**src/design/brl_pkg.sv**
```systemverilog
// brl_pkg: shared types and constants of the bresenham line rasterizer
// holds the command codes, the queue control struct and the default sizes
// no dependencies
package brl_pkg;

  // default sizes handed to the top level parameters
  localparam int unsigned COORD_BITS_DEF  = 12;
  localparam int unsigned COLOR_BITS_DEF  = 24;
  localparam int unsigned QUEUE_DEPTH_DEF = 2;

  // command carried in tuser of the input stream
  typedef enum logic [0:0] {
    FUNC_LOAD = 1'b0,
    FUNC_STEP = 1'b1
  } func_e;

  // classification of one queued command
  typedef struct packed {
    func_e func;
    logic  step_x_neg;
    logic  step_y_neg;
    logic  x_major;
  } ctrl_t;

endpackage

```
**src/design/bresenham_line_rasterizer.sv**
```systemverilog
// bresenham_line_rasterizer: top level of the pull driven line rasterizer
// ties the front, the command queue and the back together
// depends on brl_pkg, brl_front, brl_fifo and brl_back
//
// Input stream s_axis: tuser selects the command, 0 loads a line (endpoints
// and colour in tdata), 1 asks for the next pixel. A load yields no output
// transaction; a step on an armed line yields one pixel on m_axis, with
// tlast set on the endpoint, after which the line is disarmed. Steps while
// no line is armed are consumed and dropped.
// An accepted step is first written into the queue; the back takes it from
// there and registers its pixel in the output register that drives m_axis.
// Throughput: one transaction per cycle in both directions while m_axis is
// not stalled, set by the error add and compare of the back end step.
// The front and back are parted by a two entry queue; when m_axis stalls
// the back holds its pixel, the queue fills and s_axis_tready falls once it
// is full. Loads keep draining from the queue during a stall.
// Reset: queue empty, output empty, no line armed.
module bresenham_line_rasterizer #(
  parameter int unsigned COORD_BITS = brl_pkg::COORD_BITS_DEF,
  parameter int unsigned COLOR_BITS = brl_pkg::COLOR_BITS_DEF
) (
  input  logic                  clk_i,
  input  logic                  rst_ni,
  input  logic                  s_axis_tvalid,
  output logic                  s_axis_tready,
  // fields from bit 0: x_start, y_start, x_end, y_end, pixel_color, zero pad
  input  logic [((4*COORD_BITS+COLOR_BITS+7)/8)*8-1:0] s_axis_tdata,
  // fields from bit 0: func
  input  logic [0:0]            s_axis_tuser,
  output logic                  m_axis_tvalid,
  input  logic                  m_axis_tready,
  // fields from bit 0: pixel_x, pixel_y, pixel_color_out, zero pad
  output logic [((2*COORD_BITS+COLOR_BITS+7)/8)*8-1:0] m_axis_tdata,
  // last_pixel
  output logic                  m_axis_tlast
);
  import brl_pkg::*;

  localparam int unsigned IN_W    = ((4 * COORD_BITS + COLOR_BITS + 7) / 8) * 8;
  localparam int unsigned OUT_W   = ((2 * COORD_BITS + COLOR_BITS + 7) / 8) * 8;
  localparam int unsigned ENTRY_W = $bits(ctrl_t) + 6 * COORD_BITS + COLOR_BITS;

  ctrl_t                        f_ctrl, b_ctrl;
  logic signed [COORD_BITS-1:0] f_x0, f_y0, f_x1, f_y1;
  logic signed [COORD_BITS-1:0] b_x0, b_y0, b_x1, b_y1;
  logic [COORD_BITS-1:0]        f_dx, f_dy, b_dx, b_dy;
  logic [COLOR_BITS-1:0]        f_color, b_color;
  logic [ENTRY_W-1:0]           q_wdata, q_rdata;
  logic                         q_valid;
  logic                         q_pop;
  logic                         active;
  logic signed [COORD_BITS-1:0] pix_x, pix_y;
  logic [COLOR_BITS-1:0]        pix_color;

  // front: classify and precompute
  brl_front #(
    .COORD_BITS (COORD_BITS),
    .COLOR_BITS (COLOR_BITS),
    .IN_W       (IN_W)
  ) u_front (
    .tdata_i (s_axis_tdata),
    .tuser_i (s_axis_tuser[0]),
    .ctrl_o  (f_ctrl),
    .x0_o    (f_x0),
    .y0_o    (f_y0),
    .x1_o    (f_x1),
    .y1_o    (f_y1),
    .dx_o    (f_dx),
    .dy_o    (f_dy),
    .color_o (f_color)
  );

  // command queue
  assign q_wdata = {f_color, f_dy, f_dx, f_y1, f_x1, f_y0, f_x0, f_ctrl};

  brl_fifo #(
    .WIDTH (ENTRY_W),
    .DEPTH (QUEUE_DEPTH_DEF)
  ) u_fifo (
    .clk_i   (clk_i),
    .rst_ni  (rst_ni),
    .push_i  (s_axis_tvalid),
    .wdata_i (q_wdata),
    .ready_o (s_axis_tready),
    .pop_i   (q_pop),
    .rdata_o (q_rdata),
    .valid_o (q_valid)
  );

  assign {b_color, b_dy, b_dx, b_y1, b_x1, b_y0, b_x0, b_ctrl} = q_rdata;

  // back: line stepping and output register
  brl_back #(
    .COORD_BITS (COORD_BITS),
    .COLOR_BITS (COLOR_BITS)
  ) u_back (
    .clk_i       (clk_i),
    .rst_ni      (rst_ni),
    .q_valid_i   (q_valid),
    .q_pop_o     (q_pop),
    .ctrl_i      (b_ctrl),
    .x0_i        (b_x0),
    .y0_i        (b_y0),
    .x1_i        (b_x1),
    .y1_i        (b_y1),
    .dx_i        (b_dx),
    .dy_i        (b_dy),
    .color_i     (b_color),
    .m_ready_i   (m_axis_tready),
    .m_valid_o   (m_axis_tvalid),
    .pix_x_o     (pix_x),
    .pix_y_o     (pix_y),
    .pix_color_o (pix_color),
    .pix_last_o  (m_axis_tlast),
    .active_o    (active)
  );

  assign m_axis_tdata = OUT_W'({pix_color, pix_y, pix_x});

  // the back never takes a command from an empty queue
  assert property (@(posedge clk_i) disable iff (!rst_ni) q_pop |-> q_valid)
    else $error("queue popped while empty");

  // a step that would emit is never taken while the output is stalled
  assert property (@(posedge clk_i) disable iff (!rst_ni)
      (q_pop && (b_ctrl.func == FUNC_STEP) && active) |-> !(m_axis_tvalid && !m_axis_tready))
    else $error("pixel emitted over a stalled output");

  // a new pixel appears only after an armed step left the queue
  assert property (@(posedge clk_i) disable iff (!rst_ni)
      (m_axis_tvalid && !$past(m_axis_tvalid)) |-> $past(q_pop && active))
    else $error("pixel emitted without a step");

endmodule

```
**src/design/brl_front.sv**
```systemverilog
// brl_front: input side of the line rasterizer, classifies each command
// and works out the deltas, step signs and major axis of a load
// depends on brl_pkg
module brl_front #(
  parameter int unsigned COORD_BITS = brl_pkg::COORD_BITS_DEF,
  parameter int unsigned COLOR_BITS = brl_pkg::COLOR_BITS_DEF,
  parameter int unsigned IN_W       = ((4 * COORD_BITS + COLOR_BITS + 7) / 8) * 8
) (
  input  logic [IN_W-1:0]              tdata_i,
  input  logic                         tuser_i,
  output brl_pkg::ctrl_t               ctrl_o,
  output logic signed [COORD_BITS-1:0] x0_o,
  output logic signed [COORD_BITS-1:0] y0_o,
  output logic signed [COORD_BITS-1:0] x1_o,
  output logic signed [COORD_BITS-1:0] y1_o,
  output logic [COORD_BITS-1:0]        dx_o,
  output logic [COORD_BITS-1:0]        dy_o,
  output logic [COLOR_BITS-1:0]        color_o
);
  import brl_pkg::*;

  logic signed [COORD_BITS:0] diff_x;
  logic signed [COORD_BITS:0] diff_y;
  logic [COORD_BITS:0]        abs_x;
  logic [COORD_BITS:0]        abs_y;

  // unpack the transaction fields
  assign x0_o    = tdata_i[COORD_BITS-1:0];
  assign y0_o    = tdata_i[2*COORD_BITS-1:COORD_BITS];
  assign x1_o    = tdata_i[3*COORD_BITS-1:2*COORD_BITS];
  assign y1_o    = tdata_i[4*COORD_BITS-1:3*COORD_BITS];
  assign color_o = tdata_i[4*COORD_BITS+COLOR_BITS-1:4*COORD_BITS];

  // signed differences, one bit wider so they never overflow
  assign diff_x = {x1_o[COORD_BITS-1], x1_o} - {x0_o[COORD_BITS-1], x0_o};
  assign diff_y = {y1_o[COORD_BITS-1], y1_o} - {y0_o[COORD_BITS-1], y0_o};

  // magnitudes fit the coordinate width
  assign abs_x = diff_x[COORD_BITS] ? -diff_x : diff_x;
  assign abs_y = diff_y[COORD_BITS] ? -diff_y : diff_y;
  assign dx_o  = abs_x[COORD_BITS-1:0];
  assign dy_o  = abs_y[COORD_BITS-1:0];

  // command classification, step negative unless start lies below end
  always_comb begin
    ctrl_o.func       = func_e'(tuser_i);
    ctrl_o.step_x_neg = diff_x[COORD_BITS] || (diff_x == '0);
    ctrl_o.step_y_neg = diff_y[COORD_BITS] || (diff_y == '0);
    ctrl_o.x_major    = dx_o > dy_o;
  end

endmodule

```
**src/design/brl_fifo.sv**
```systemverilog
// brl_fifo: short command queue between the front and back of the rasterizer
// register based, one write and one read port, no dependencies
module brl_fifo #(
  parameter int unsigned WIDTH = 8,
  parameter int unsigned DEPTH = 2
) (
  input  logic             clk_i,
  input  logic             rst_ni,
  input  logic             push_i,
  input  logic [WIDTH-1:0] wdata_i,
  output logic             ready_o,
  input  logic             pop_i,
  output logic [WIDTH-1:0] rdata_o,
  output logic             valid_o
);
  localparam int unsigned PTR_W = (DEPTH > 1) ? $clog2(DEPTH) : 1;
  localparam int unsigned CNT_W = $clog2(DEPTH + 1);
  localparam logic [PTR_W-1:0] LAST_PTR = PTR_W'(DEPTH - 1);
  localparam logic [CNT_W-1:0] FULL_CNT = CNT_W'(DEPTH);

  logic [WIDTH-1:0] mem_q [DEPTH];
  logic [PTR_W-1:0] wr_ptr_q, wr_ptr_d;
  logic [PTR_W-1:0] rd_ptr_q, rd_ptr_d;
  logic [CNT_W-1:0] count_q, count_d;
  logic             do_push;
  logic             do_pop;

  assign ready_o = count_q != FULL_CNT;
  assign valid_o = count_q != '0;
  assign rdata_o = mem_q[rd_ptr_q];
  assign do_push = push_i && ready_o;
  assign do_pop  = pop_i && valid_o;

  // pointer and fill level update
  always_comb begin
    wr_ptr_d = wr_ptr_q;
    rd_ptr_d = rd_ptr_q;
    count_d  = count_q;
    if (do_push) begin
      wr_ptr_d = (wr_ptr_q == LAST_PTR) ? '0 : wr_ptr_q + 1'b1;
    end
    if (do_pop) begin
      rd_ptr_d = (rd_ptr_q == LAST_PTR) ? '0 : rd_ptr_q + 1'b1;
    end
    if (do_push && !do_pop) begin
      count_d = count_q + 1'b1;
    end else if (do_pop && !do_push) begin
      count_d = count_q - 1'b1;
    end
  end

  always_ff @(posedge clk_i or negedge rst_ni) begin
    if (!rst_ni) begin
      wr_ptr_q <= '0;
      rd_ptr_q <= '0;
      count_q  <= '0;
    end else begin
      wr_ptr_q <= wr_ptr_d;
      rd_ptr_q <= rd_ptr_d;
      count_q  <= count_d;
    end
  end

  // storage
  always_ff @(posedge clk_i) begin
    if (do_push) begin
      mem_q[wr_ptr_q] <= wdata_i;
    end
  end

endmodule

```
**src/design/brl_back.sv**
```systemverilog
// brl_back: execution side of the rasterizer, holds the line state, runs
// one bresenham step per cycle unless the output is stalled and drives the
// registered pixel output; depends on brl_pkg
module brl_back #(
  parameter int unsigned COORD_BITS = brl_pkg::COORD_BITS_DEF,
  parameter int unsigned COLOR_BITS = brl_pkg::COLOR_BITS_DEF
) (
  input  logic                         clk_i,
  input  logic                         rst_ni,
  input  logic                         q_valid_i,
  output logic                         q_pop_o,
  input  brl_pkg::ctrl_t               ctrl_i,
  input  logic signed [COORD_BITS-1:0] x0_i,
  input  logic signed [COORD_BITS-1:0] y0_i,
  input  logic signed [COORD_BITS-1:0] x1_i,
  input  logic signed [COORD_BITS-1:0] y1_i,
  input  logic [COORD_BITS-1:0]        dx_i,
  input  logic [COORD_BITS-1:0]        dy_i,
  input  logic [COLOR_BITS-1:0]        color_i,
  input  logic                         m_ready_i,
  output logic                         m_valid_o,
  output logic signed [COORD_BITS-1:0] pix_x_o,
  output logic signed [COORD_BITS-1:0] pix_y_o,
  output logic [COLOR_BITS-1:0]        pix_color_o,
  output logic                         pix_last_o,
  output logic                         active_o
);
  import brl_pkg::*;

  localparam int unsigned ERR_W = COORD_BITS + 2;
  localparam logic [COORD_BITS-1:0] ONE = COORD_BITS'(1);

  // line state
  logic signed [COORD_BITS-1:0] cur_x_q, cur_x_d;
  logic signed [COORD_BITS-1:0] cur_y_q, cur_y_d;
  logic signed [COORD_BITS-1:0] tgt_x_q, tgt_x_d;
  logic signed [COORD_BITS-1:0] tgt_y_q, tgt_y_d;
  logic [COORD_BITS-1:0]        dx_q, dx_d;
  logic [COORD_BITS-1:0]        dy_q, dy_d;
  logic                         sx_neg_q, sx_neg_d;
  logic                         sy_neg_q, sy_neg_d;
  logic                         x_major_q, x_major_d;
  logic signed [ERR_W-1:0]      err_q, err_d;
  logic [COLOR_BITS-1:0]        color_q, color_d;
  logic                         active_q, active_d;

  // output register
  logic                         m_valid_q, m_valid_d;
  logic signed [COORD_BITS-1:0] pix_x_q, pix_x_d;
  logic signed [COORD_BITS-1:0] pix_y_q, pix_y_d;
  logic [COLOR_BITS-1:0]        pix_color_q, pix_color_d;
  logic                         pix_last_q, pix_last_d;

  // step datapath
  logic                         out_free;
  logic                         is_load;
  logic                         emit;
  logic                         at_end;
  logic [COORD_BITS-1:0]        major;
  logic [COORD_BITS-1:0]        minor;
  logic signed [ERR_W-1:0]      err_add;
  logic signed [ERR_W:0]        err_twice;
  logic                         minor_move;
  logic [COORD_BITS-1:0]        inc_x;
  logic [COORD_BITS-1:0]        inc_y;

  assign out_free = !m_valid_q || m_ready_i;
  assign is_load  = ctrl_i.func == FUNC_LOAD;
  assign q_pop_o  = q_valid_i && (is_load || !active_q || out_free);
  assign emit     = q_pop_o && !is_load && active_q;
  assign at_end   = (cur_x_q == tgt_x_q) && (cur_y_q == tgt_y_q);

  // error term: add the minor delta, compare twice the error to the major delta
  assign major      = x_major_q ? dx_q : dy_q;
  assign minor      = x_major_q ? dy_q : dx_q;
  assign err_add    = err_q + $signed({2'b00, minor});
  assign err_twice  = {err_add, 1'b0};
  assign minor_move = err_twice > $signed({3'b000, major});
  assign inc_x      = sx_neg_q ? '1 : ONE;
  assign inc_y      = sy_neg_q ? '1 : ONE;

  // next state of line and output register
  always_comb begin
    cur_x_d     = cur_x_q;
    cur_y_d     = cur_y_q;
    tgt_x_d     = tgt_x_q;
    tgt_y_d     = tgt_y_q;
    dx_d        = dx_q;
    dy_d        = dy_q;
    sx_neg_d    = sx_neg_q;
    sy_neg_d    = sy_neg_q;
    x_major_d   = x_major_q;
    err_d       = err_q;
    color_d     = color_q;
    active_d    = active_q;
    m_valid_d   = m_ready_i ? 1'b0 : m_valid_q;
    pix_x_d     = pix_x_q;
    pix_y_d     = pix_y_q;
    pix_color_d = pix_color_q;
    pix_last_d  = pix_last_q;
    if (q_pop_o && is_load) begin
      cur_x_d   = x0_i;
      cur_y_d   = y0_i;
      tgt_x_d   = x1_i;
      tgt_y_d   = y1_i;
      dx_d      = dx_i;
      dy_d      = dy_i;
      sx_neg_d  = ctrl_i.step_x_neg;
      sy_neg_d  = ctrl_i.step_y_neg;
      x_major_d = ctrl_i.x_major;
      err_d     = '0;
      color_d   = color_i;
      active_d  = 1'b1;
    end else if (emit) begin
      m_valid_d   = 1'b1;
      pix_x_d     = cur_x_q;
      pix_y_d     = cur_y_q;
      pix_color_d = color_q;
      pix_last_d  = at_end;
      if (at_end) begin
        active_d = 1'b0;
      end else begin
        err_d = minor_move ? err_add - $signed({2'b00, major}) : err_add;
        if (x_major_q || minor_move) begin
          cur_x_d = cur_x_q + inc_x;
        end
        if (!x_major_q || minor_move) begin
          cur_y_d = cur_y_q + inc_y;
        end
      end
    end
  end

  always_ff @(posedge clk_i or negedge rst_ni) begin
    if (!rst_ni) begin
      active_q  <= 1'b0;
      m_valid_q <= 1'b0;
    end else begin
      active_q  <= active_d;
      m_valid_q <= m_valid_d;
    end
  end

  // payload registers
  always_ff @(posedge clk_i) begin
    cur_x_q     <= cur_x_d;
    cur_y_q     <= cur_y_d;
    tgt_x_q     <= tgt_x_d;
    tgt_y_q     <= tgt_y_d;
    dx_q        <= dx_d;
    dy_q        <= dy_d;
    sx_neg_q    <= sx_neg_d;
    sy_neg_q    <= sy_neg_d;
    x_major_q   <= x_major_d;
    err_q       <= err_d;
    color_q     <= color_d;
    pix_x_q     <= pix_x_d;
    pix_y_q     <= pix_y_d;
    pix_color_q <= pix_color_d;
    pix_last_q  <= pix_last_d;
  end

  assign m_valid_o   = m_valid_q;
  assign pix_x_o     = pix_x_q;
  assign pix_y_o     = pix_y_q;
  assign pix_color_o = pix_color_q;
  assign pix_last_o  = pix_last_q;
  assign active_o    = active_q;

endmodule

```
**config.mk**
```make
export PLATFORM = sky130hd
export DESIGN_NAME = bresenham_line_rasterizer
export DESIGN_NICKNAME = d
export VERILOG_FILES = /design/src/design/brl_pkg.sv /design/src/design/bresenham_line_rasterizer.sv /design/src/design/brl_front.sv /design/src/design/brl_fifo.sv /design/src/design/brl_back.sv
export SDC_FILE = /design/constraint.sdc
export NUM_CORES = 1
export LEC_CHECK = 0
export BUFFER_PORTS_ARGS = -buffer_cell sky130_fd_sc_hd__buf_2
export CORE_AREA = 5 5 185 187
export CTS_CLUSTER_DIAMETER = 120
export DETAILED_ROUTE_END_ITERATION = 10
export DIE_AREA = 0 0 190 192
export PLACE_DENSITY = 0.74
export SLEW_MARGIN = 20
export SYNTH_ARGS = -nofsm -noshare
export SYNTH_HDL_FRONTEND = slang
export SYNTH_SLANG_ARGS = --single-unit
```
**constraint.sdc**
```tcl
create_clock -name clk_i -period 5.1 [get_ports clk_i]
set_input_delay 1.02 -clock clk_i [delete_from_list [all_inputs] [get_ports clk_i]]
set_output_delay 1.02 -clock clk_i [all_outputs]
set_load 0.05 [all_outputs]
```
**After elaboration in Yosys (flattened, before gate mapping)**

Memory sizes are Yosys's and may differ from the RTL's.
Cells that the tools add are included.

- Input bits: 77
- Register bits after elaboration: 168
- Word-level logic and storage cells: 103
- Bits in latches: 0
- Output and inout port bits: 51
- Bits in writable memories: 200
- Memories: 1
- Memory bits (read-only): 0

- Add/subtract/negate cells: 12
- Shift-type cells: 0
- Equality and inequality tests: 4
- Bitwise gates (word level): 3
- Divide/modulo/power cells: 0
- Magnitude comparators: 2
- Multipliers: 0
- Mux-type cells: 27
- Reduce and logical (&&, ||, !) cells: 34

Memories:

| memory | depth | bits a word | rd ports | clocked after memory_dff | write ports | line | source |
|---|---|---|---|---|---|---|---|
| u_fifo.mem_q | 2 | 100 | 1 | 0 | 1 | brl_fifo.sv:21 | `logic [WIDTH-1:0] mem_q [DEPTH];` |

Operator list:

| cell | count |
|---|---|
| $mux W12 | 14 |
| $logic_not A13 Y1 | 2 |
| $sub A12 B12 Y13 | 2 |
| $add A12 B12 Y12 | 2 |
| $eq A12 B12 Y1 | 2 |
| $neg A12 Y12 | 2 |
| $gt A15 B13 Y1 | 1 |
| $add A14 B13 Y14 | 1 |
| $mux W14 | 1 |
| $sub A14 B13 Y14 | 1 |
| $gt A12 B12 Y1 | 1 |
| $reduce_bool A2 Y1 | 6 |
| $mux W1 | 10 |
| $logic_and A1 B1 Y1 | 9 |
| $logic_or A1 B1 Y1 | 7 |
| $reduce_and A2 Y1 | 3 |
| $reduce_and A3 Y1 | 2 |
| $logic_not A1 Y1 | 5 |
| $mux W2 | 2 |
| $ne A2 B2 Y1 const B | 2 |
| $not A1 Y1 | 3 |
| $add A1 B1 Y1 const B | 2 |
| $add A2 B1 Y2 const B | 1 |
| $sub A2 B1 Y2 const B | 1 |

**Longest topological paths before layout**

Gate-level depths: netlist of run 1.
An unclocked memory read counts as a cell.

- Depth after elaboration: 9
- Gate-level depth with buffers: 20
- Depth with buffers taken out: 19

**Modules after synthesis**

A second synthesis of run 1 with hierarchy kept.

- Cell total of the unflattened synthesis: 1336
- Area, all modules: 18956.9 um2

By module, submodules not included:

| module | cells an instance | area an instance (um2) | instances | seq. area each (um2) |
|---|---|---|---|---|
| brl_back | 619 | 8189.1 | 1 | 4774.6 |
| brl_fifo | 329 | 7860.0 | 1 | 6105.9 |
| brl_front | 388 | 2907.8 | 1 | 0.0 |

**Least setup slack after synthesis of run 1**

Ideal clock, no wire load.

- Path kind: input to register
- Start: in s_axis_tvalid
- End: mem u_fifo.mem_q[0][0] (netlist bit) (enable)
- Path buffers: 0
- Setup slack: -756 ps
- Stages: 2
- Arrival time: 5296 ps
- Required time: 4540 ps
- Library setup time: 560 ps
- Cell sequence: nand2_1 -> nor2_1

- Longest elaborated chain between the ends: 3

Ends and longest elaborated chain:

| item | line | source |
|---|---|---|
| start: declaration | bresenham_line_rasterizer.sv:24 | `input logic s_axis_tvalid,` |
| $logic_and A1 B1 Y1 | brl_fifo.sv:31 | `assign do_push = push_i && ready_o;` |
| $mux W1 | brl_fifo.sv:66 | `if (do_push) begin` |
| $mux W1 (not written as such) | brl_fifo.sv:67 | `mem_q[wr_ptr_q] <= wdata_i;` |
| end: declaration | brl_fifo.sv:21 |  |

Every way passes these cells.

**Worst setup path after layout of run 1**

- Start: reg u_back.x_major_q
- End: reg u_back.err_q[3]

- Longest elaborated chain between the ends: 4
- Elaborated cells on any way between the ends: 6
- Classes of those cells: 2 x add/sub; 1 x order compare; 3 x mux

Ends and longest elaborated chain:

| item | line | source |
|---|---|---|
| start: declaration | brl_back.sv:42 | `logic x_major_q, x_major_d;` |
| start signal: assignment | brl_back.sv:154 | `x_major_q <= x_major_d;` |
| $mux W12 | brl_back.sv:75 | `assign minor = x_major_q ? dy_q : dx_q;` |
| $add A14 B13 Y14 | brl_back.sv:76 | `assign err_add = err_q + $signed({2'b00, minor});` |
| $sub A14 B13 Y14 / $gt A15 B13 Y1 (equally long branches) | brl_back.sv:123, brl_back.sv:78 |  |
| $mux W14 * | brl_back.sv:123 | `err_d = minor_move ? err_add - $signed({2'b00, major}) : err_add;` |
| end signal: assignment | brl_back.sv:155 | `err_q <= err_d;` |
| end: declaration | brl_back.sv:43 | `logic signed [ERR_W-1:0] err_q, err_d;` |

Every way passes the cells marked *; elsewhere a longest branch is shown, timed or not.
A chain may end at the register's enable or synchronous reset.

==> metrics, run 1 <==
unique cell type count in the Yosys netlist 77; clock insertion delay at the later pin of the skew report 0.52 ns; total setup violations reported at the end of the flow 0; pin count of the biggest net entering global routing 65; number of nets in the final layout 1570; area of all placed cells without fillers 0.0199 mm²; cell type with the highest aggregate area in the netlist edfxtp_1; Core Footprint 0.0323 mm²; placed wire-length estimate after detailed placement 24700 µm; Longest Clk Path Bufs 3; flip-flop and latch count after synthesis 368; uppermost layer routed met4; data required time at the worst endpoint 5.50 ns; average vias per placed instance 5.56; type of element launching the critical path flip-flop; unrepaired setup endpoints after global routing false; standard cell area after detailed placement 0.0187 mm²; outcome completed; count of final hold-check violations 0; number of antenna violations at the first check in global routing 1; Post-Synthesis Mean Instance Area 14.1 µm²; clock transition time at the flip-flop clock pins of the worst setup and hold paths 0.06 ns; Non-Filler Instances 1863; number of enable-type register cells in the synthesized netlist 348; root buffer selected by CTS clkbuf_16; TritonCTS sink count 368; utilization after layout 0.617; highest clock rate 0.216 GHz; Seq/Total Area, Yosys 0.624; DRT Pass-1 Iters 5; number of fill cells in the layout 2414; slowest cell on the critical path fa_1; measured slew at the worst slew-check pin 0.881 ns; largest cells by area after synthesis edfxtp_1 (60%), ha_1 (6.7%), mux2_2 (5.8%); Die Outline Area 0.0365 mm²; routed length on met3 2090 µm; residual antenna-violating net count after detailed routing 0; CTS tree built; Sequential Area 0.0109 mm²; share of the synthesized area in the top cell type 0.599; area growth from synthesis to layout 14.3%; DIE WIDTH 190 µm; highest-count cells in the layout ignoring fill and taps edfxtp_1 (348), buf_2 (127), ha_1 (94); GPL Wtd Cong 0.894; number of max-slew violations in the final report 0; met2 routed wirelength 16700 µm; total global routing overflow 0; num rows 66; floorplan die height 192 µm; final period utilization 0.909; count of yosys warnings during synthesis 0; # Max-Cap Violations 0; cell count after synthesis 1233; port bufs 127; type of the worst setup path flip-flop to flip-flop; vias in the first global route 10500; netlist area before placement 0.0174 mm²; share of flip-flops with an asynchronous set or reset 0.0163; worst slew margin relative to its limit 0.413; clock buffer count from CTS 39; Max Clock Skew 0.0129 ns; initial core utilization 0.540; number of hold buffers added after cts 0; Worst Path Arrival 5.04 ns; number of placed instances, taps included 1794; Worst Setup End Kind flip-flop; total number of vias 10400; # H-tree levels 2; leading cell type in the layout, fill and taps excluded edfxtp_1; # IOs 128; multi-input combinational cell area 0.00625 mm²; wire length per cell 19.0 µm; DRT met1 WL 15800 µm; aggregate global-route resource usage 0.194; min cycle time layout 4.63 ns; detailed router's first-iteration violation count 620; final routed wirelength across all metal layers 35400 µm; slowest cell delay on critical path 0.44 ns; number of remaining DRC errors 0; Hold Crit Class input port to async pin; wire length of the first global-routing pass 55900 µm; summed negative setup slack over all endpoints 0 ns; fraction of layout cells with a size suffix above 1 0.220; most instantiated flip-flop cell in the synthesis netlist edfxtp_1; Post-Syn Nets 1410; worst path cell trace buf_12 > mux2_2 > fa_1 > a21o_1 > a221oi_2 > a21oi_1 > a21o_1 > a21oi_1 > xnor2_1 > ha_1 > nand3_1 > nor2_1 > a221o_2 > o21ai_1 > a311oi_2 > buf_4 > nor3b_1 > a221o_1; CP max FO 25
[sequential cells by signal (all words and copies together), names as in the netlist, 14 cells and up]
signal              cells
u_fifo.mem_q          200
u_back.color_q         24
u_back.pix_color_o     24
u_back.err_q           14
[path summary, 6_finish.rpt]
kind,start,to,slack [ns],depth (start not counted)
worst min-delay path,rst_ni,u_fifo.count_q[1],0.33,1
worst min register to register,u_back.color_q[23],u_back.pix_color_o[23],0.42,0
worst max register to register,u_back.x_major_q,u_back.err_q[3],0.47,18
worst max-delay path,u_back.x_major_q,u_back.err_q[3],0.47,18
min in group clk_i,u_back.color_q[23],u_back.pix_color_o[23],0.42,0
max in group asynchronous,rst_ni,u_fifo.rd_ptr_q,4.61,1
[repair_timing]
action	4_1_cts	5_1_grt
endpoints found under the hold margin	0	0
gates resized for setup	0	1
buffers inserted	0	0
setup endpoints to repair	0	13
[critical path: cells and delay by family (launching register included)]
kind	cells	cell delay (ns)
AOI/OAI and AO/OA	9	2.11
adders and majority gates	2	0.74
buffers and inverters	2	0.43
DFF	1	0.41
muxes	1	0.38
and+or+nand+nor	3	0.29
xor gates and xnor gates	1	0.19
[cells in the mapped netlist, types with 21 or more instances]
| cell | count |
|---|---|
| a21oi_1 | 63 |
| inv_1 | 57 |
| xor2_1 | 50 |
| ha_1 | 94 |
| xnor2_1 | 52 |
| edfxtp_1 | 348 |
| nor2_1 | 69 |
| mux2_2 | 90 |
| nor3_1 | 21 |
| o21ai_0 | 34 |
| a21o_1 | 23 |
| mux2i_1 | 29 |
| nand2_1 | 43 |
[final cells by class]
class                      count  share of cell area
timing repair buffer         143              0.0398
clock buffer                  47              0.0531
sequential                   368               0.546
clock inverter                21             0.00866
antenna                        1            0.000126
inverter                      57              0.0109
tap                          442              0.0277
multi-input combinational    784               0.314
[metrics by stage]
stage	hold WS, ns	worst slack [ns]
CTS	0.307	0.370
floorplan	0.400	0.190
global placement	0.401	0.319
detailed placement	0.405	0.206
global route	0.323	0.0983
finish	0.327	0.466
[cells by family (layout without fill, tap and decap cells)]
group,after synthesis,in the layout,share of synthesized area
buffers and inverters,81,268,0.0182
other,0,1,0
adders and majority gates,100,100,0.0743
and+or+nand+nor,242,242,0.0697
DFF,368,368,0.624
AOI/OAI and AO/OA,219,219,0.0863
xor gates and xnor gates,103,103,0.0522
muxes,120,120,0.0754
[per-layer routing]
metal / GRT usage / vias up
li1: - / 5016
met1: 0.268 / 5003
met2: 0.321 / 275
met3: 0.0309 / 60
met4: 0.0526 / 0
met5: 0 / -
Power of run 1 is left out: the tool's default activity adds up to more than one toggle a clock period on the data nets, which glitch-free logic cannot reach.
==> run 2: changes to the inputs <==
CORE_AREA = 2 2 182 184   (was 5 5 185 187)
DIE_AREA = 0 0 184 186   (was 0 0 190 192)
==> metrics, run 2 (same netlist as run 1, synthesis figures left out) <==
outcome completed (unchanged); TritonCTS sink count 368 (unchanged); number of antenna violations at the first check in global routing 0 (was 1); wire length of the first global-routing pass 55700 µm (was 55900 µm); count of final hold-check violations 0 (unchanged); GPL Wtd Cong 0.901 (was 0.894); wire length per cell 19.4 µm (was 19.0 µm); DIE WIDTH 184 µm (was 190 µm); initial core utilization 0.541 (was 0.540); type of element launching the critical path flip-flop (unchanged); source of the critical timing path u_back.x_major_q (unchanged); number of flip-flops in the largest register 200 (unchanged); fraction of layout cells with a size suffix above 1 0.218 (was 0.220); number of fill cells in the layout 2450 (was 2414); area growth from synthesis to layout 13.9% (was 14.3%); average vias per placed instance 5.71 (was 5.56); measured slew at the worst slew-check pin 0.950 ns (was 0.881 ns); Die Outline Area 0.0342 mm² (was 0.0365 mm²); # Max-Cap Violations 0 (unchanged); clock insertion delay at the later pin of the skew report 0.52 ns (about the same); Antenna diodes 0 (was 1); final period utilization 0.921 (was 0.909); residual antenna-violating net count after detailed routing 0 (unchanged); aggregate global-route resource usage 0.211 (was 0.194); number of max-slew violations in the final report 0 (unchanged); unrepaired setup endpoints after global routing false (unchanged); Hold Crit Class input port to async pin (unchanged); top register by number of flip-flops u_fifo.mem_q (unchanged); root buffer selected by CTS clkbuf_16 (unchanged); data required time at the worst endpoint 5.32 ns (was 5.50 ns); DRT Pass-1 Iters 9 (was 5); CTS tree built (unchanged); Longest Clk Path Bufs 3 (unchanged); leading cell type in the layout, fill and taps excluded edfxtp_1 (unchanged); Worst Hold Slack 0.321 ns (was 0.327 ns); placed wire-length estimate after detailed placement 24500 µm (was 24700 µm); detailed router's first-iteration violation count 642 (was 620); total setup violations reported at the end of the flow 0 (unchanged); highest-count cells in the layout ignoring fill and taps edfxtp_1 (348), buf_2 (127), ha_1 (94) (unchanged); highest clock rate 0.213 GHz (was 0.216 GHz); summed negative setup slack over all endpoints 0 ns (unchanged); total global routing overflow 0 (unchanged); min cycle time layout 4.70 ns (was 4.63 ns); clock transition time at the flip-flop clock pins of the worst setup and hold paths 0.06 ns (about the same); clock buffer count from CTS 38 (was 39); total number of vias 10400 (about the same); number of remaining DRC errors 0 (unchanged); final setup margin 0.402 ns (was 0.466 ns); num rows 66 (unchanged); Max Clock Skew 0.0100 ns (was 0.0129 ns); CP max FO 12 (was 25); final routed wirelength across all metal layers 35400 µm (about the same); worst slew margin relative to its limit 0.366 (was 0.413); pin count of the biggest net entering global routing 101 (was 65); # IOs 128 (unchanged); Worst Setup End Kind flip-flop (unchanged); vias in the first global route 10600 (was 10500); # H-tree levels 2 (unchanged); number of hold buffers added after cts 0 (unchanged); Worst R2R Start u_back.x_major_q (unchanged); Worst Path Arrival 4.92 ns (was 5.04 ns); type of the worst setup path flip-flop to flip-flop (unchanged); setup slack after placement 0.131 ns (was 0.206 ns); floorplan die height 186 µm (was 192 µm); Core Footprint 0.0322 mm² (was 0.0323 mm²); port bufs 127 (unchanged); number of nets in the final layout 1570 (unchanged)
==> run 2: cell count changes in the layout (fill, tap and decap cells not counted), sizes merged <==
cell      change
clkinvlp      -1
clkinv        -8
buf           +1
inv           +1
diode         -1
clkbuf        +6
==> run 2: stage by stage <==
stage | instances | area (µm²) | util
final | 1827 | 19900 | 0.617
after global placement | 1761 | 18700 | 0.580
after floorplan | 1233 | 17400 | -
after CTS | 1827 | 19900 | 0.617
after detailed placement | 1761 | 18700 | 0.580
after global routing | 1827 | 19900 | 0.617
==> run 2: final timing paths <==
check / endpoint / slack, ns / depth (start not counted)
min in group clk_i: u_back.pix_color_o[18] / 0.42 / 0
worst min register to register: u_back.pix_color_o[18] / 0.42 / 0
worst min-delay path: u_fifo.wr_ptr_q / 0.32 / 1
max in group asynchronous: u_fifo.rd_ptr_q / 4.62 / 1
worst max register to register: u_back.cur_y_q[7] / 0.40 / 18
worst max-delay path: u_back.cur_y_q[7] / 0.40 / 18
==> run 2: worst max-delay path, cell delays in order, from the launching register on <==
cell,delay (ns)
edfxtp_1,0.53
mux2_2,0.38
ha_1,0.21
fa_1,0.42
a21o_1,0.20
a221oi_2,0.32
a21oi_1,0.14
a21o_1,0.20
a21oi_1,0.17
xnor2_1,0.14
ha_1,0.32
nand3_1,0.08
nor2_1,0.15
a221o_2,0.17
o21ai_1,0.14
a311oi_2,0.38
nor2_1,0.10
o21ai_1,0.17
buf_12,0.19
==> run 2: timing repair <==
item | CTS | global route
buffers inserted | 0 | 0
gates resized for setup | 0 | 2
endpoints found under the setup margin | 0 | 27
==> run 2: area by class of cell <==
type / instances / area (µm²) / share of cell area
inverter: 57 / 216 / 0.0109
clock buffer: 53 / 1040 / 0.0523
tap: 408 / 510 / 0.0257
sequential: 368 / 10900 / 0.548
timing repair buffer: 144 / 801 / 0.0403
clock inverter: 13 / 150 / 0.00756
multi-input combinational: 784 / 6250 / 0.315
==> run 2: routing by layer <==
metal,vias to the layer above,global-route usage,part of all wire
li1,5019,-,-
met1,5075,0.274,0.44
met2,271,0.364,0.48
met3,69,0.0321,0.050
met4,0,0.0678,0.027
met5,-,0,0
Power of run 2 is left out for the same reason.
==> run 3: changes to the inputs <==
BUFFER_PORTS_ARGS = unset   (was -buffer_cell sky130_fd_sc_hd__buf_2)
CORE_AREA = 2 2 169 171   (was 2 2 182 184)
DIE_AREA = 0 0 171 173   (was 0 0 184 186)
DONT_BUFFER_PORTS = 1   (was unset)
PLACE_DENSITY = 0.77   (was 0.74)
clock period = 4.6 ns   (was 5.1 ns; I/O delays follow)
==> metrics, run 3 (same netlist as run 1, synthesis figures left out) <==
outcome completed (unchanged); Non-Filler Instances 1700 (was 1827); number of nets in the final layout 1471 (was 1570); num rows 61 (was 66); Worst Hold Slack 0.0802 ns (was 0.321 ns); number of flip-flops in the largest register 200 (unchanged); final routed wirelength across all metal layers 34700 µm (was 35400 µm); TritonCTS sink count 368 (unchanged); CTS tree built (unchanged); total setup violations reported at the end of the flow 0 (unchanged); total number of vias 10100 (was 10400); DRT Pass-1 Iters 5 (was 9); initial core utilization 0.631 (was 0.541); Core Footprint 0.0276 mm² (was 0.0322 mm²); type of the worst setup path flip-flop to flip-flop (unchanged); fraction of layout cells with a size suffix above 1 0.164 (was 0.218); data required time at the worst endpoint 5.00 ns (was 5.32 ns); residual antenna-violating net count after detailed routing 0 (unchanged); port bufs 0 (was 127); detailed router's first-iteration violation count 723 (was 642); total global routing overflow 0 (unchanged); GPL Wtd Cong 0.897 (was 0.901); pin count of the biggest net entering global routing 101 (unchanged); count of final hold-check violations 0 (unchanged); area growth from synthesis to layout 11.9% (was 13.9%); measured slew at the worst slew-check pin 0.959 ns (was 0.950 ns); Hold Crit Class input port to async pin (unchanged); leading cell type in the layout, fill and taps excluded edfxtp_1 (unchanged); # H-tree levels 2 (unchanged); number of remaining DRC errors 0 (unchanged); wire length of the first global-routing pass 54400 µm (was 55700 µm); Longest Clk Path Bufs 3 (unchanged); slowest cell on the critical path edfxtp_1 (unchanged); worst path cell trace buf_6 > buf_6 > mux2_2 > ha_1 > and4_1 > nand3_1 > o21ai_2 > nor2_1 > xnor2_1 > ha_1 > a21oi_1 > o21ai_0 > a221o_2 > o21ai_0 > a311oi_2 > buf_4 > nor3b_1 > a221o_1 (was mux2_2 > ha_1 > fa_1 > a21o_1 > a221oi_2 > a21oi_1 > a21o_1 > a21oi_1 > xnor2_1 > ha_1 > nand3_1 > nor2_1 > a221o_2 > o21ai_1 > a311oi_2 > nor2_1 > o21ai_1 > buf_12); clock buffer count from CTS 39 (was 38); # IOs 128 (unchanged); highest-count cells in the layout ignoring fill and taps edfxtp_1 (348), ha_1 (94), mux2_2 (90) (was edfxtp_1 (348), buf_2 (127), ha_1 (94)); slowest cell delay on critical path 0.40 ns (was 0.53 ns); number of max-slew violations in the final report 0 (unchanged); Antenna diodes 0 (unchanged); wire length per cell 20.4 µm (was 19.4 µm); vias in the first global route 10100 (was 10600); number of antenna violations at the first check in global routing 0 (unchanged); number of placed instances, taps included 1631 (was 1761); floorplan die height 173 µm (was 186 µm); aggregate global-route resource usage 0.237 (was 0.211); DIE WIDTH 171 µm (was 184 µm); CP max FO 13 (was 12); Max Clock Skew 0.0194 ns (was 0.0100 ns); min cycle time layout 4.34 ns (was 4.70 ns); placed wire-length estimate after detailed placement 23500 µm (was 24500 µm); number of fill cells in the layout 1883 (was 2450); Die Outline Area 0.0296 mm² (was 0.0342 mm²); type of element launching the critical path flip-flop (unchanged); Worst Path Arrival 4.74 ns (was 4.92 ns); highest clock rate 0.230 GHz (was 0.213 GHz); worst slew margin relative to its limit 0.359 (was 0.366); clock insertion delay at the later pin of the skew report 0.53 ns (was 0.52 ns); final period utilization 0.944 (was 0.921); number of hold buffers added after cts 0 (unchanged); average vias per placed instance 5.97 (was 5.71); Worst Setup End Kind flip-flop (unchanged); top register by number of flip-flops u_fifo.mem_q (unchanged); # Max-Cap Violations 0 (unchanged); root buffer selected by CTS clkbuf_16 (unchanged); clock transition time at the flip-flop clock pins of the worst setup and hold paths 0.06 ns (about the same)
## run 3: cell types whose count changed in the layout (fill, tap and decap cells not counted), sizes merged
cell,before,now
inv,59,57
bufinv,3,4
buf,144,44
clkinv,8,10
clkinvlp,0,2
## run 3: area by class of cell
class,count,area [µm²],area share
repair buffers,44,392,0.0201
flip-flops and latches,368,10900,0.558
multi-input cells,784,6270,0.321
well taps,378,473,0.0242
clock inverters,16,208,0.0106
inverters,57,216,0.0111
clock buffers,53,1070,0.0548
## run 3: metal layers
layer | global-route usage | share of wire
met1 | 0.321 | 0.43
met2 | 0.387 | 0.48
met3 | 0.0465 | 0.063
met4 | 0.0745 | 0.028
met5 | 0 | 0
## run 3: worst max-delay path: cells and delay by family (launching register included)
family          cells  cell delay (ns)
compound gates      7             1.38
xor+xnor            1             0.22
fa+ha+maj           2             0.67
buf+inv             3             0.57
flops               1             0.40
mux                 1             0.35
simple gates        4             0.63
## run 3: final timing paths
check / endpoint / start / slack [ns] / depth (start not counted)
setup / recovery: u_back.err_q[3] / u_back.x_major_q / 0.26 / 18
hold reg to reg: u_back.pix_color_o[11] / u_back.color_q[11] / 0.42 / 0
hold / removal: u_back.m_valid_o / rst_ni / 0.08 / 0
min in group clk_i: u_back.pix_color_o[11] / u_back.color_q[11] / 0.42 / 0
max in group asynchronous: u_fifo.rd_ptr_q / rst_ni / 4.44 / 0
setup reg to reg: u_back.err_q[3] / u_back.x_major_q / 0.26 / 18
## run 3: timing repair
| action | CTS | global route |
|---|---|---|
| buffers inserted | 0 | 0 |
| setup endpoints to repair | 0 | 32 |
| gates resized for setup | 0 | 5 |
## run 3: per-stage QoR
step	cell area, µm²	util	TNS, ns	worst slack, ns
after floorplan	17400	-	0	0.0599
after global placement	18200	0.659	0	0.0396
after detailed placement	18200	0.659	0	0.00767
after CTS	19500	0.705	0	0.156
after global routing	19500	0.706	-0.258	-0.0239
final	19500	0.706	0	0.260
Power of run 3 is left out for the same reason.
